==> config.mk <==
export PLATFORM = sky130hd
export DESIGN_NAME = lifo_slot_pool_allocator_core
export DESIGN_NICKNAME = d
export VERILOG_FILES = /design/src/lspa_pkg.sv /design/src/lifo_slot_pool_allocator_core.sv
export SDC_FILE = /design/constraint.sdc
export NUM_CORES = 1
export LEC_CHECK = 0
export BUFFER_PORTS_ARGS = -buffer_cell sky130_fd_sc_hd__buf_2
export CORE_ASPECT_RATIO = 1.4
export CORE_MARGIN = 10
export CORE_UTILIZATION = 31
export CTS_BUF_LIST = sky130_fd_sc_hd__clkbuf_8
export DETAILED_ROUTE_END_ITERATION = 8
export PLACE_DENSITY_LB_ADDON = 0.15
export SLEW_MARGIN = 20
export SYNTH_ARGS = -nofsm -noshare
export SYNTH_HDL_FRONTEND = slang
export SYNTH_SLANG_ARGS = --single-unit
export TNS_END_PERCENT = 100
==> constraint.sdc <==
create_clock -name clk -period 3.6 [get_ports clk]
set_input_delay 0 -clock clk [delete_from_list [all_inputs] [get_ports clk]]
set_output_delay 0 -clock clk [all_outputs]
set_load 0.01 [all_outputs]
==> src/lspa_pkg.sv <==
`default_nettype none

package lspa_pkg;

  localparam int SLOTS_DEF = 16;

  localparam int OPCODE_W = 2;
  localparam int SOCKET_W = 16;
  localparam int HANDLE_W = 8;
  localparam int STATUS_W = 3;
  localparam int COUNT_W  = 5;

  typedef enum logic [OPCODE_W-1:0] {
    OP_ACQUIRE = 2'd0,
    OP_RELEASE = 2'd1,
    OP_CLEAR   = 2'd2
  } opcode_t;

  typedef enum logic [STATUS_W-1:0] {
    ST_OK      = 3'd0,
    ST_FULL    = 3'd1,
    ST_NULL    = 3'd2,
    ST_UNKNOWN = 3'd3,
    ST_DOUBLE  = 3'd4,
    ST_CLEARED = 3'd5
  } status_t;

endpackage

`default_nettype wire

==> src/lifo_slot_pool_allocator_core.sv <==
`default_nettype none

// Slot pool allocator with a LIFO free list of SLOTS slots held in flip-flops.
// Every operation (acquire, release, clear all) is decided in the cycle it is
// accepted and its single result comes out of an output register in the next
// cycle, so one item is taken per clock when the result side keeps up; a clear
// rebuilds the whole list in that same cycle. The input side stays
// ready while the output register is empty or being drained. active_count
// shows the low five bits of the count of busy slots after the operation.

module lifo_slot_pool_allocator_core #(
  parameter int SLOTS = lspa_pkg::SLOTS_DEF
) (
  input  wire logic                          clk,
  input  wire logic                          rst_n,

  input  wire logic                          in_valid,
  output logic                               in_ready,
  input  wire logic [lspa_pkg::OPCODE_W-1:0] in_opcode,
  input  wire logic [lspa_pkg::SOCKET_W-1:0] in_client_socket,
  input  wire logic [lspa_pkg::HANDLE_W-1:0] in_handle_in,

  output logic                               out_valid,
  input  wire logic                          out_ready,
  output logic [lspa_pkg::STATUS_W-1:0]      out_status,
  output logic [lspa_pkg::HANDLE_W-1:0]      out_handle_out,
  output logic                               out_reused,
  output logic [lspa_pkg::SOCKET_W-1:0]      out_socket_out,
  output logic [lspa_pkg::COUNT_W-1:0]       out_active_count
);

  localparam int IW = $clog2(SLOTS);
  localparam int HW = $clog2(SLOTS + 1);

  // free list and slot flags
  logic [HW-1:0]    head_r, head_nxt;
  logic [HW-1:0]    link_r    [SLOTS];
  logic [HW-1:0]    link_nxt  [SLOTS];
  logic [SLOTS-1:0] busy_r, busy_nxt;
  logic [SLOTS-1:0] created_r, created_nxt;
  logic [HW-1:0]    cnt_r, cnt_nxt;

  // result register
  logic                          out_valid_r, out_valid_nxt;
  lspa_pkg::status_t             status_r, status_nxt;
  logic [lspa_pkg::HANDLE_W-1:0] hout_r, hout_nxt;
  logic                          reused_r, reused_nxt;
  logic [lspa_pkg::SOCKET_W-1:0] sout_r, sout_nxt;
  logic [lspa_pkg::COUNT_W-1:0]  count_r, count_nxt;

  logic                          accept;
  logic [IW-1:0]                 acq_idx;
  logic [lspa_pkg::HANDLE_W-1:0] h_m1;
  logic [IW-1:0]                 rel_idx;
  logic [HW+lspa_pkg::COUNT_W-1:0] cnt_ext;

  assign in_ready = !out_valid_r || out_ready;
  assign accept   = in_valid && in_ready;

  assign acq_idx = head_r[IW-1:0];
  assign h_m1    = in_handle_in - lspa_pkg::HANDLE_W'(1);
  assign rel_idx = h_m1[IW-1:0];
  assign cnt_ext = {{lspa_pkg::COUNT_W{1'b0}}, cnt_nxt};

  always_comb begin
    head_nxt    = head_r;
    link_nxt    = link_r;
    busy_nxt    = busy_r;
    created_nxt = created_r;
    cnt_nxt     = cnt_r;
    status_nxt  = lspa_pkg::ST_NULL;
    hout_nxt    = '0;
    reused_nxt  = 1'b0;
    sout_nxt    = '0;
    unique case (lspa_pkg::opcode_t'(in_opcode))
      lspa_pkg::OP_ACQUIRE: begin
        // a head at or past the end mark counts as an empty list
        if (head_r >= HW'(SLOTS)) begin
          status_nxt = lspa_pkg::ST_FULL;
        end else begin
          head_nxt             = link_r[acq_idx];
          link_nxt[acq_idx]    = HW'(SLOTS);
          reused_nxt           = created_r[acq_idx];
          created_nxt[acq_idx] = 1'b1;
          busy_nxt[acq_idx]    = 1'b1;
          cnt_nxt              = cnt_r + HW'(1);
          status_nxt           = lspa_pkg::ST_OK;
          hout_nxt             = lspa_pkg::HANDLE_W'(acq_idx) + lspa_pkg::HANDLE_W'(1);
          sout_nxt             = in_client_socket;
        end
      end
      lspa_pkg::OP_RELEASE: begin
        if (in_handle_in == '0) begin
          status_nxt = lspa_pkg::ST_NULL;
        end else if (in_handle_in > lspa_pkg::HANDLE_W'(SLOTS) || !created_r[rel_idx]) begin
          status_nxt = lspa_pkg::ST_UNKNOWN;
        end else if (!busy_r[rel_idx]) begin
          status_nxt = lspa_pkg::ST_DOUBLE;
        end else begin
          busy_nxt[rel_idx] = 1'b0;
          link_nxt[rel_idx] = head_r;
          head_nxt          = HW'(rel_idx);
          if (cnt_r != '0) begin
            cnt_nxt = cnt_r - HW'(1);
          end
          status_nxt = lspa_pkg::ST_OK;
        end
      end
      lspa_pkg::OP_CLEAR: begin
        for (int i = 0; i < SLOTS; i++) begin
          link_nxt[i] = HW'(i + 1);
        end
        busy_nxt    = '0;
        created_nxt = '0;
        head_nxt    = '0;
        cnt_nxt     = '0;
        status_nxt  = lspa_pkg::ST_CLEARED;
      end
      default: begin
        status_nxt = lspa_pkg::ST_NULL;
      end
    endcase
    count_nxt = cnt_ext[lspa_pkg::COUNT_W-1:0];
  end

  always_comb begin
    out_valid_nxt = out_valid_r;
    if (accept) begin
      out_valid_nxt = 1'b1;
    end else if (out_ready) begin
      out_valid_nxt = 1'b0;
    end
  end

  always_ff @(posedge clk) begin
    if (!rst_n) begin
      for (int i = 0; i < SLOTS; i++) begin
        link_r[i] <= HW'(i + 1);
      end
      head_r      <= '0;
      busy_r      <= '0;
      created_r   <= '0;
      cnt_r       <= '0;
      out_valid_r <= 1'b0;
    end else begin
      out_valid_r <= out_valid_nxt;
      if (accept) begin
        link_r    <= link_nxt;
        head_r    <= head_nxt;
        busy_r    <= busy_nxt;
        created_r <= created_nxt;
        cnt_r     <= cnt_nxt;
      end
    end
  end

  // payload of the result register, loaded on each input transfer
  always_ff @(posedge clk) begin
    if (accept) begin
      status_r <= status_nxt;
      hout_r   <= hout_nxt;
      reused_r <= reused_nxt;
      sout_r   <= sout_nxt;
      count_r  <= count_nxt;
    end
  end

  assign out_valid        = out_valid_r;
  assign out_status       = status_r;
  assign out_handle_out   = hout_r;
  assign out_reused       = reused_r;
  assign out_socket_out   = sout_r;
  assign out_active_count = count_r;

endmodule

`default_nettype wire

Yosys cells after proc, flatten, opt, wreduce, memory -nomap -nowiden. Index checks and enable logic that the tools add are counted.

Register bits after elaboration: 156. Bits of input ports: 30. Output and inout port bits: 35. Logic and storage cells: 122.

Muxes and demuxes: 48. Add/sub/neg operators: 4. Reduce and logical (&&, ||, !) cells: 18. Equal/unequal tests: 6. Magnitude comparators: 10. Bitwise gates (word level): 10.

Operators by type and width (number): 80-bit 2-to-1 mux (4); 80-bit one-hot mux with 3 select lines (1); 80-bit bitwise mux (1); 16-bit 2-to-1 mux (5); 5-bit 2-to-1 mux (13); 64-bit AND (1); 64-bit NOT (1); 16-bit OR (3); 16-bit one-hot mux with 3 select lines (1); 5-bit demux with 4-bit select (2); 16-bit one-hot mux with 2 select lines (1); 5-bit one-hot mux with 3 select lines (2); 5-bit binary-select mux with 4-bit select (1); 16-bit AND (1); 16-bit NOT (1); 5-bit >= comparator, second input constant (3); 1-bit binary-select mux with 4-bit select (3); 4-bit by 5-bit < comparator with 1-bit output, second input constant (2); 5-bit by 1-bit < comparator with 1-bit output, second input constant (2); 4-bit NOT with 5-bit output (2); 3-bit 2-to-1 mux (3); 3-bit one-hot mux with 3 select lines (1); 1-bit demux with 4-bit select (2); 4-bit by 1-bit >= comparator with 1-bit output, second input constant (2); other kinds (21) (38).

Longest topological paths before layout. Gate-level depths: netlist of run 1.

Depth after elaboration: 11. Depth in mapped cells: 13. Depth with buffers taken out: 9.

Worst setup path after synthesis of run 1. No wires, ideal clock.

Kind: input-to-reg. Start: input in_handle_in[0] (netlist name). End: register link_r[40] (netlist name). Path buffers: 3. Data required time: 3464 ps. Data arrival time: 2809 ps. Stages on the path: 12. Slack: 655 ps. Path through: buf_2 inv_1 ha_1 clkbuf_2 mux4_2 a21bo_2 a31o_2 nor4_4 a21oi_1 clkbuf_1 a221oi_1 o22ai_1.

Cells in the longest elaborated chain, start to end: 11.

Ends and longest elaborated chain: start: declaration (line lifo_slot_pool_allocator_core.sv:21) `input wire logic [lspa_pkg::HANDLE_W-1:0] in_handle_in,`; 4-bit by 1-bit subtractor with 4-bit output (line lifo_slot_pool_allocator_core.sv:61) `assign h_m1 = in_handle_in - lspa_pkg::HANDLE_W'(1);`; 4-bit NOT with 5-bit output (implied by the code) (line lifo_slot_pool_allocator_core.sv:101) `link_nxt[rel_idx] = head_r;`; 5-bit >= comparator (implied by the code) / 5-bit by 1-bit < comparator with 1-bit output (equally long branches) (line lifo_slot_pool_allocator_core.sv:101); 1-bit logical AND (implied by the code) (line lifo_slot_pool_allocator_core.sv:101); 5-bit 2-to-1 mux (implied by the code) (line lifo_slot_pool_allocator_core.sv:101); 5-bit demux with 4-bit select (line lifo_slot_pool_allocator_core.sv:101); 80-bit bitwise mux (line lifo_slot_pool_allocator_core.sv:101); 80-bit 2-to-1 mux (line lifo_slot_pool_allocator_core.sv:97) `end else if (!busy_r[rel_idx]) begin`; 80-bit 2-to-1 mux (line lifo_slot_pool_allocator_core.sv:95) `end else if (in_handle_in > lspa_pkg::HANDLE_W'(SLOTS) || !created_r[rel_idx]) begin`; 80-bit 2-to-1 mux (line lifo_slot_pool_allocator_core.sv:93) `if (in_handle_in == '0) begin`; 80-bit one-hot mux with 3 select lines (line lifo_slot_pool_allocator_core.sv:75) `unique case (lspa_pkg::opcode_t'(in_opcode))`; end signal: indexed assignment (line lifo_slot_pool_allocator_core.sv:138) `link_r[i] <= HW'(i + 1);`; end signal: assignment (line lifo_slot_pool_allocator_core.sv:148) `link_r <= link_nxt;`; end: declaration (line lifo_slot_pool_allocator_core.sv:37) `logic [HW-1:0] link_r [SLOTS];`.

Several ways; a longest one is shown, not always the timed one. The select of a mux whose other input is x is not followed. A chain may end at the register's enable or synchronous reset.

Worst setup path after layout of run 1.
Start: register head_r[1]. End: register head_r[0].

Cells in the longest elaborated chain, start to end: 6.

Ends and longest elaborated chain: start: declaration (line lifo_slot_pool_allocator_core.sv:36) `logic [HW-1:0] head_r, head_nxt;`; start signal: assignment (line lifo_slot_pool_allocator_core.sv:149) `head_r <= head_nxt;`; 4-bit NOT with 5-bit output (implied by the code) (line lifo_slot_pool_allocator_core.sv:81) `head_nxt = link_r[acq_idx];`; 5-bit binary-select mux with 4-bit select (line lifo_slot_pool_allocator_core.sv:81); 5-bit 2-to-1 mux (implied by the code) (2 in a row) (line lifo_slot_pool_allocator_core.sv:81); 5-bit 2-to-1 mux (line lifo_slot_pool_allocator_core.sv:78) `if (head_r >= HW'(SLOTS)) begin`; 5-bit one-hot mux with 3 select lines (line lifo_slot_pool_allocator_core.sv:75).

Several ways; a longest one is shown, not always the timed one. The select of a mux whose other input is x is not followed.

==> results.ini, run 1 <==
[power_and_ir_drop]
switching_power_mw = 1.26
p_clk_share_pct = 39.7
combPwrFrac_pct = 17.4
pwr_density_cell_nw_per_um2 = 416
switching_share_pct = 29.3
power.internal_mw = 3.04
finalPower_mw = 4.31
p_seq_share_pct = 42.8
leakagePower_nw = 3.76
irDropWorstVdd_mv = 0.221

[floorplanning]
core_area_um2 = 27700
die_area_um2 = 35500
die_y_um = 219
placementRows = 72
ios = 65
die_w_um = 162
initial_core_util_pct = 31.6

[timing]
max_slew_margin_pct = 38.5
rsz0062_at_grt = false
min_period_ps = 2880
hold_violations = 0
max_freq_mhz = 348
fin_crit_sh_pct = 79.9
tightest_slew_ps = 923
drv_slew = 0
skew_ps = 18.3
setup_viol = 0
hold_ws_ps = 206
tns_ps = 0

[critical_path]
r2r-start = head_r[1]
cp.arrival_ps = 3250
r2r_end = head_r[0]
crit_path_end = head_r[0]
reg2reg_depth = 5
crit_path_max_fanout = 24
reg2reg_setup_slack_ps = 720
crit_path_end_kind = register
setup.worst_path.class = register to register
cp.required_ps = 3970
start_kind = register
startpoint = head_r[1]

[global_routing]
grt_pass1_vias = 8159
grt_busiest_layer = met2
antenna_found_initial = 1
grt_max_degree = 76
grt_overflow = 0
use_met2_pct = 34.8
grt_usage_pct = 19.2
grt_pass1_wl_um = 52100
use_met1_pct = 20.7
grt_use_met3_pct = 3.20

[final_layout]
seq_area_um2 = 3370
stdcell_count = 1437
final_cell_area_um2 = 10300
multiInputGateArea_um2 = 5020
syn2layout_area_growth_pct = 17.9
drive_gt1_share_pct = 20.0
num-nets-final = 1097
nFillCells = 2900

[job]
cap_violations = 0

[cts]
cts.repair.resized = 0
clkSinkCount = 153
cts_buffers = 17
cts_setup_buffers = 0
clk_pin_slew_ps = 100
cts_max_level = 4
insertion_delay_ps = 510
root_buffer = clkbuf_8
cts_tree = yes
clock_path_buffers = 2

[placed_design]
post-dp-hpwl_um = 24200
dpl_cell_area_um2 = 9600
place_inst = 1381
io_buffers = 61
globalplace.congestion = 0.882

[synth]
synth_cell_types = 72
avgSynthCellArea_um2 = 8.86
synth_edf_count = 30
yosysSeqAreaShare_pct = 38.3
synthFlopType = dfxtp_1
netlist.area_leader.share_pct = 28.1
yosys.area.top_type = dfxtp_1
async_reset_ff_share_pct = 0
yosys.cell_count.top_type = o21ai_0
synthCells = 990
synth_common_cells = 124 x o21ai_0, 123 x dfxtp_1, 94 x a21oi_1
yosys-top-cells-area = dfxtp_1 28%, edfxtp_1 10%, mux4_2 9.8%
synth.cell_area_um2 = 8770
synth_warnings = 0
ys_ff_latch = 153

[drt]
drc = 0
wire_per_inst_um = 23.9
drt-pass1-iter-count = 6
vias = 8312
drtIter0Drc = 575
vias_per_cell = 5.78
drtAntennaViolNets = 0
routed_wl_um = 34400

[worst_hold_path]
hold_class = primary input to register

[status]
status = finished clean

-- power by group through the flow --
stage	Combinational [mW]	Clock, mW	Sequential [mW]
floorplan	0.450	0	1.88
global route	0.811	1.79	1.85
finish	0.751	1.71	1.84
detailed placement	0.726	0	1.88
global placement	0.728	0	1.89
CTS	0.748	1.74	1.84
-- area by class of cell --
class / count / share of cell area, %
clock inverter: 15 / 2.63
antenna: 1 / 0.0242
tap: 370 / 4.48
multi-input combinational: 730 / 48.5
timing repair buffer: 131 / 8.83
inverter: 20 / 0.726
clock buffer: 17 / 2.26
sequential: 153 / 32.5
-- what timing repair did --
| action | CTS | global route |
|---|---|---|
| endpoints found under the setup margin | 0 | 0 |
| endpoints found under the hold margin | 22 | 0 |
| hold buffers | 23 | 0 |
-- worst min-delay path by stage --
stage	start	endpoint	cells past startpoint
4_1_cts	in_handle_in[2]	link_r[63]	3
3_5_place_dp	in_valid	out_valid	3
5_1_grt	in_handle_in[2]	link_r[63]	3
2_1_floorplan	in_valid	out_valid	2
6_report	out_ready	cnt_r[2]	5
3_3_place_gp	in_valid	out_valid	3
-- cells in the final DEF (no fill, tap or decap), types with 11 or more instances in the layout --
cell,synthesis,routed
o21ai_0,124,124
dfxtp_1,123,121
a21oi_1,94,93
nor2_1,78,77
nand2_1,71,71
buf_2,4,61
o211ai_1,46,46
buf_4,4,45
mux4_2,38,38
and2_1,33,33
edfxtp_1,30,30
nand3_1,29,29
dlygate4sd3_1,0,23
inv_1,19,19
clkbuf_8,0,17
mux2_2,15,15
o2bb2ai_1,14,14
a31oi_1,14,13
ha_1,14,13
nor3_1,11,11
mux2i_1,11,11
-- metal layers --
| metal | share of wire [%] | routed length, µm |
|---|---|---|
| met1 | 38 | 13000 |
| met2 | 52 | 17800 |
| met3 | 4.9 | 1680 |
| met4 | 5.2 | 1800 |
| met5 | 0 | 0 |
-- registers in the layout (all words and copies together), names as in the netlist --
name              cells
out_socket_out       16
out_status            3
busy_r               16
cnt_r                 5
out_valid             1
out_handle_out        5
out_active_count      5
link_r               80
head_r                5
out_reused            1
created_r            16
-- stage by stage --
step / setup slack (ps) / utilization, %
6_report: 722 / 37.3
5_1_grt: 713 / 37.3
4_1_cts: 772 / 37.3
3_5_place_dp: 357 / 34.6
3_3_place_gp: 322 / 34.6
2_1_floorplan: 655 / -
-- worst max-delay path, stage by stage (launching register included) --
cell      delay, ps
dfxtp_2         660
buf_12          260
mux4_2          530
mux4_2          570
a221oi_1        540
a211oi_1        150
-- cell families after synthesis --
group	synth area share, %
compound gates	26.1
mux	12.9
fa+ha+maj	2.00
buf+inv	4.92
simple gates	15.1
xor+xnor	0.599
flops	38.3
other cells	0.0427
Power figures use the tool's default switching activity.
==> run 2: changes to the inputs <==
==> constraint.sdc (replaced) <==
create_clock -name clk -period 2.55 [get_ports clk]
set_input_delay 0 -clock clk [delete_from_list [all_inputs] [get_ports clk]]
set_output_delay 0 -clock clk [all_outputs]
set_load 0.01 [all_outputs]
==> run 2 against run 1 <==
  * Fmax up 19%
  * Hold slack lost 170 ps
  * Combinational power rose by 57%
  * Largest cell class unchanged
  * Largest power group unchanged
  * Highest routed layer unchanged
==> results.ini, run 2 (synthesized netlist as in run 1, its figures left out) <==
[status]
status = finished clean

[critical_path]
path_cells = mux4_2 -> a21bo_2 -> a31o_4 -> nor4_4 -> buf_12 -> buf_4 -> a31oi_4 -> buf_12 -> buf_12 -> o21ai_0 -> nor2_1
crit_path_end_kind = register
slowest_delay_ps = 370  ; -290 ps
cp_slowest_cell = dfxtp_1
reg2reg_setup_slack_ps = 140  ; -580 ps
setup.worst_path.class = register to register
crit_path_end = link_r[49]
r2r-start = created_r[15]
start_kind = register
reg2reg_depth = 11  ; +6
cp.arrival_ps = 2790  ; -460 ps
startpoint = created_r[15]
crit_path_max_fanout = 23  ; -4.2%
r2r_end = link_r[49]
cp.required_ps = 2930  ; -1040 ps
cpMostUsedCell = buf_12

[placed_design]
globalplace.congestion = 0.895  ; +1.5%
io_buffers = 61  ; unchanged
place_inst = 1449  ; +4.9%
post-dp-hpwl_um = 25400  ; +4.8%

[global_routing]
grt_pass1_vias = 8575  ; +5.1%
antenna_found_initial = 1  ; unchanged
grt_max_degree = 76  ; unchanged
grt_overflow = 0  ; unchanged
grt_usage_pct = 19.4  ; +0.20 points
grt_pass1_wl_um = 53000  ; +1.8%

[final_layout]
syn2layout_area_growth_pct = 25.2
stdcell_count = 1504  ; +4.7%
nFillCells = 2830  ; -2.4%
final_common_cell = o21ai_0
multiInputGateArea_um2 = 5070  ; +1.1%
drive_gt1_share_pct = 25.4  ; +5.4 points
largest_reg_flops = 80  ; unchanged
utilization_pct = 39.6  ; +2.3 points
layout_common_cells = 122 x o21ai_0, 121 x dfxtp_1, 101 x buf_4, 93 x a21oi_1, 78 x nor2_1
seq_area_um2 = 3370  ; unchanged
num-nets-final = 1164  ; +6.1%
regMostFlops = link_r

[drt]
drc = 0  ; unchanged
vias = 8500  ; +2.3%
drtAntennaViolNets = 0  ; unchanged
vias_per_cell = 5.65  ; -2.3%
wire_per_inst_um = 23.0  ; -3.9%
drt-pass1-iter-count = 6  ; unchanged
drtIter0Drc = 704  ; +22%
routed_wl_um = 34500  ; +0.55%

[timing]
drv_slew = 0  ; unchanged
rsz0062_at_grt = false
max_freq_mhz = 415  ; +19%
hold_violations = 0  ; unchanged
tns_ps = 0  ; unchanged
min_period_ps = 2410  ; -469 ps
max_slew_margin_pct = 45.1  ; +6.6 points
tightest_slew_ps = 819  ; -104 ps
fin_crit_sh_pct = 94.5  ; +15 points
skew_ps = 19.1  ; +0.799 ps
setup_viol = 0  ; unchanged

[cts]
cts_buffers = 17  ; unchanged
cts_tree = yes
clock_path_buffers = 2  ; unchanged
cts_setup_buffers = 0  ; unchanged
cts_max_level = 4  ; unchanged
insertion_delay_ps = 480  ; -30 ps
root_buffer = clkbuf_8
clkSinkCount = 153  ; unchanged
clk_pin_slew_ps = 90  ; about the same

[worst_hold_path]
hold_class = primary input to register

[floorplanning]
die_y_um = 219  ; unchanged
initial_core_util_pct = 31.6  ; unchanged
core_area_um2 = 27700  ; unchanged
ios = 65  ; unchanged
placementRows = 72  ; unchanged
die_w_um = 162  ; unchanged
die_area_um2 = 35500  ; unchanged

[power_and_ir_drop]
irDropWorstVdd_mv = 0.256  ; +16%
leakagePower_nw = 4.12  ; +9.4%
pwr_density_cell_nw_per_um2 = 540  ; +30%

[job]
cap_violations = 0  ; unchanged

[run 2: worst min-delay path by stage]
stage | depth (start not counted) | endpoint | startpoint | slack [ps]
CTS | 3 | link_r[43] | rst_n | 4
detailed placement | 3 | out_valid | in_valid | 260
global route | 3 | link_r[26] | rst_n | 40
global placement | 3 | out_valid | in_valid | 260
finish | 3 | head_r[2] | rst_n | 30
floorplan | 2 | out_valid | in_valid | 130
[run 2: critical path: cells and delay by family (launching register included)]
kind,cells,cell delay (ps)
compound gates,4,710
buf+inv,4,650
flops,1,370
simple gates,2,320
mux,1,230
[run 2: repair_timing]
action,4_1_cts,5_1_grt
hold buffers,22,0
resized for setup,0,7
endpoints found under the setup margin,0,77
endpoints found under the hold margin,19,0
[run 2: metal layers]
metal / share of wire [%] / GRT usage [%] / vias up / wire [µm]
li1: - / - / 3960 / -
met1: 39 / 21.2 / 4188 / 13500
met5: 0 / 0 / - / 0
met4: 5.2 / 11.3 / 0 / 1790
met3: 4.0 / 2.94 / 69 / 1390
met2: 52 / 35.0 / 283 / 17900
[run 2: report_power, final]
part / switching (mW) / total (mW) / leakage (nW) / internal [mW]
clock network: 0.993 / 2.15 / 0.234 / 1.15
registers: 0.0623 / 2.61 / 1.30 / 2.54
logic: 0.692 / 1.18 / 2.59 / 0.490
[run 2: metrics by stage]
| stage | setup WS (ps) | hold WS [ps] | total power [mW] | area (µm²) |
|---|---|---|---|---|
| 2_1_floorplan | -12.3 | 129 | 3.30 | 8860 |
| 3_3_place_gp | -73.3 | 263 | 3.81 | 10300 |
| 3_5_place_dp | -76.1 | 264 | 3.81 | 10300 |
| 4_1_cts | 7.35 | 3.71 | 5.97 | 11000 |
| 5_1_grt | 7.01 | 39.3 | 6.17 | 11000 |
| 6_report | 141 | 34.1 | 5.93 | 11000 |
[run 2: cell type report]
class,count,share of cell area [%]
inverter,20,0.740
sequential,153,30.6
timing repair buffer,198,14.2
multi-input combinational,730,46.2
tap,370,4.21
antenna,1,0.0228
clock buffer,17,2.13
clock inverter,15,1.89
==> run 3: changes to the inputs <==
--- a/config.mk
+++ b/config.mk
@@ -5,13 +5,13 @@
 export SDC_FILE = /design/constraint.sdc
 export NUM_CORES = 1
 export LEC_CHECK = 0
-export BUFFER_PORTS_ARGS = -buffer_cell sky130_fd_sc_hd__buf_2
 export CORE_ASPECT_RATIO = 1.4
 export CORE_MARGIN = 10
 export CORE_UTILIZATION = 31
 export CTS_BUF_LIST = sky130_fd_sc_hd__clkbuf_8
 export DETAILED_ROUTE_END_ITERATION = 8
-export PLACE_DENSITY_LB_ADDON = 0.15
+export DONT_BUFFER_PORTS = 1
+export PLACE_DENSITY = 0.49
 export SLEW_MARGIN = 20
 export SYNTH_ARGS = -nofsm -noshare
 export SYNTH_HDL_FRONTEND = slang
==> run 3 against run 2 <==
  * Core utilization shrank 2.0 points
  * Fmax decreased by 1.8%
  * Register-to-register slack worse by 30 ps
  * Non-clock buffer count down 82
  * Flip-flop and latch count did not move
  * Clock skew decreased by 4.0 ps
  * Sequential power is essentially flat
  * Sequential share of layout area increased by 1.7 points
  * Design area shrank 5.1%
  * Die area stayed put
  * Hold slack improved by 7.8 ps
  * Critical path depth rose by 1
  * Critical path type is now primary input to register
  * Largest cell class unchanged
  * Highest routed layer unchanged
==> results.ini, run 3 (synthesized netlist as in run 1, its figures left out) <==
[status]
status = finished clean

[global_routing]
grt_overflow = 0  ; unchanged
antenna_found_initial = 1  ; unchanged
grt_usage_pct = 18.7  ; -0.69 points
grt_max_degree = 77  ; +1.3%
grt_pass1_vias = 7886  ; -8.0%
grt_pass1_wl_um = 50400  ; -4.9%

[placed_design]
post-dp-hpwl_um = 24200  ; -4.8%
dpl_cell_area_um2 = 9700  ; -5.8%
io_buffers = 0  ; -100%
place_ws_ps = 22.0  ; +98.0 ps
globalplace.congestion = 0.872  ; -2.6%
place_inst = 1361  ; -6.1%

[power_and_ir_drop]
p_clk_share_pct = 34.5  ; -1.7 points
leakagePower_nw = 3.73  ; -9.5%
pwr_density_cell_nw_per_um2 = 539  ; -0.19%
combPwrFrac_pct = 18.7  ; -1.2 points
p_seq_share_pct = 46.8  ; +2.9 points
power.internal_mw = 3.91  ; -6.6%
switching_power_mw = 1.71  ; -2.2%
switching_share_pct = 30.4  ; +0.98 points
irDropWorstVdd_mv = 0.238  ; -7.3%

[floorplanning]
initial_core_util_pct = 31.6  ; unchanged
die_area_um2 = 35500  ; unchanged
die_w_um = 162  ; unchanged
ios = 65  ; unchanged
placementRows = 72  ; unchanged
core_area_um2 = 27700  ; unchanged
die_y_um = 219  ; unchanged

[critical_path]
crit_path_end_kind = register
path_delay_family = buffers and inverters
path_buf_inv = 4  ; unchanged
cp.required_ps = 2910  ; -20 ps
crit_path_max_fanout = 15  ; -35%
setup.worst_path.class = primary input to register
start_kind = primary input
slowest_delay_ps = 570  ; +200 ps
cp_slowest_cell = dlygate4sd3_1
cpMostUsedCell = dlygate4sd3_1
r2r-start = created_r[15]
path_cells = inv_6 -> dlygate4sd3_1 -> buf_4 -> ha_1 -> a21boi_0 -> dlygate4sd3_1 -> nand4_1 -> mux2_2 -> a21oi_1 -> nor2_1 -> o21ai_0 -> o211ai_1
startpoint = in_handle_in[0]
cp.arrival_ps = 2810  ; +20 ps

[final_layout]
largest_reg_flops = 80  ; unchanged
nFillCells = 2902  ; +2.5%
syn2layout_area_growth_pct = 18.8
regMostFlops = link_r
stdcell_count = 1422  ; -5.5%
num-nets-final = 1082  ; -7.0%
drive_gt1_share_pct = 18.8  ; -6.6 points
layout_common_cells = 122 x o21ai_0, 120 x dfxtp_1, 93 x a21oi_1, 80 x buf_4, 78 x nor2_1
utilization_pct = 37.6  ; -2.0 points
final_common_cell = o21ai_0
final_cell_area_um2 = 10400  ; -5.1%

[timing]
min_period_ps = 2450  ; +43.3 ps
tightest_slew_ps = 735  ; -83.2 ps
hold_violations = 0  ; unchanged
max_freq_mhz = 408  ; -1.8%
max_slew_margin_pct = 50.5  ; +5.4 points
rsz0062_at_grt = false
fin_ws_ps = 98.1  ; -43.3 ps
drv_slew = 0  ; unchanged
skew_ps = 15.2  ; -3.96 ps
fin_crit_sh_pct = 96.2  ; +1.7 points
setup_viol = 0  ; unchanged

[cts]
clock_path_buffers = 2  ; unchanged
cts_buffers = 17  ; unchanged
clk_pin_slew_ps = 90  ; about the same
cts_max_level = 4  ; unchanged
clkSinkCount = 153  ; unchanged
root_buffer = clkbuf_8
insertion_delay_ps = 500  ; +20 ps
cts_tree = yes
cts_setup_buffers = 0  ; unchanged

[job]
cap_violations = 0  ; unchanged

[drt]
routed_wl_um = 33600  ; -2.7%
vias = 8134  ; -4.3%
drt-pass1-iter-count = 5  ; -1
wire_per_inst_um = 23.6  ; +2.9%
vias_per_cell = 5.72  ; +1.2%
drtAntennaViolNets = 0  ; unchanged
drc = 0  ; unchanged
drtIter0Drc = 639  ; -9.2%

[worst_hold_path]
hold_class = primary input to register
hp-start = in_handle_in[2]

run 3: through the flow:
stage | hold WS (ps) | power, mW | setup TNS (ps)
global placement | 110 | 3.66 | 0
detailed placement | 108 | 3.66 | 0
finish | 41.8 | 5.62 | 0
CTS | 4.24 | 5.66 | 0
global route | 42.9 | 5.82 | 0
floorplan | 129 | 3.30 | -30.1
run 3: routing by layer:
| layer | global-route usage, % | part of all wire [%] | wire [µm] |
|---|---|---|---|
| met1 | 20.9 | 38 | 12900 |
| met2 | 31.9 | 50 | 16700 |
| met3 | 3.45 | 5.7 | 1910 |
| met4 | 12.9 | 6.3 | 2130 |
| met5 | 0 | 0 | 0 |
run 3: worst paths after layout:
kind | to | slack (ps) | depth (start not counted)
min | head_r[2] | 40 | 4
max reg2reg | link_r[42] | 110 | 9
max | link_r[52] | 100 | 12
min reg2reg | link_r[68] | 460 | 1
run 3: cell type report:
type                       instances  area [µm²]  area share [%]
inverter                          20        81.3           0.780
sequential                       153        3370            32.3
antenna                            1        2.50          0.0240
tap                              370         463            4.44
timing repair buffer             116        1040            10.0
clock buffer                      17         234            2.25
clock inverter                    15         161            1.55
multi-input combinational        730        5070            48.6
run 3: tightest hold or removal path, stage by stage:
cell	delay (ps)
xor2_1	80
buf_4	160
a22oi_1	170
a211oi_1	90
run 3: repair_timing:
| item | CTS | global route |
|---|---|---|
| resized for setup | 0 | 7 |
| endpoints found under the setup margin | 0 | 30 |
| hold buffers | 28 | 0 |
| hold endpoints to repair | 132 | 0 |
run 3: power by group through the flow:
| stage | sequential [mW] | combinational [mW] | clock, mW |
|---|---|---|---|
| floorplan | 2.65 | 0.648 | 0 |
| global placement | 2.69 | 0.967 | 0 |
| detailed placement | 2.69 | 0.970 | 0 |
| CTS | 2.63 | 1.04 | 1.99 |
| global route | 2.64 | 1.12 | 2.06 |
| finish | 2.63 | 1.05 | 1.94 |
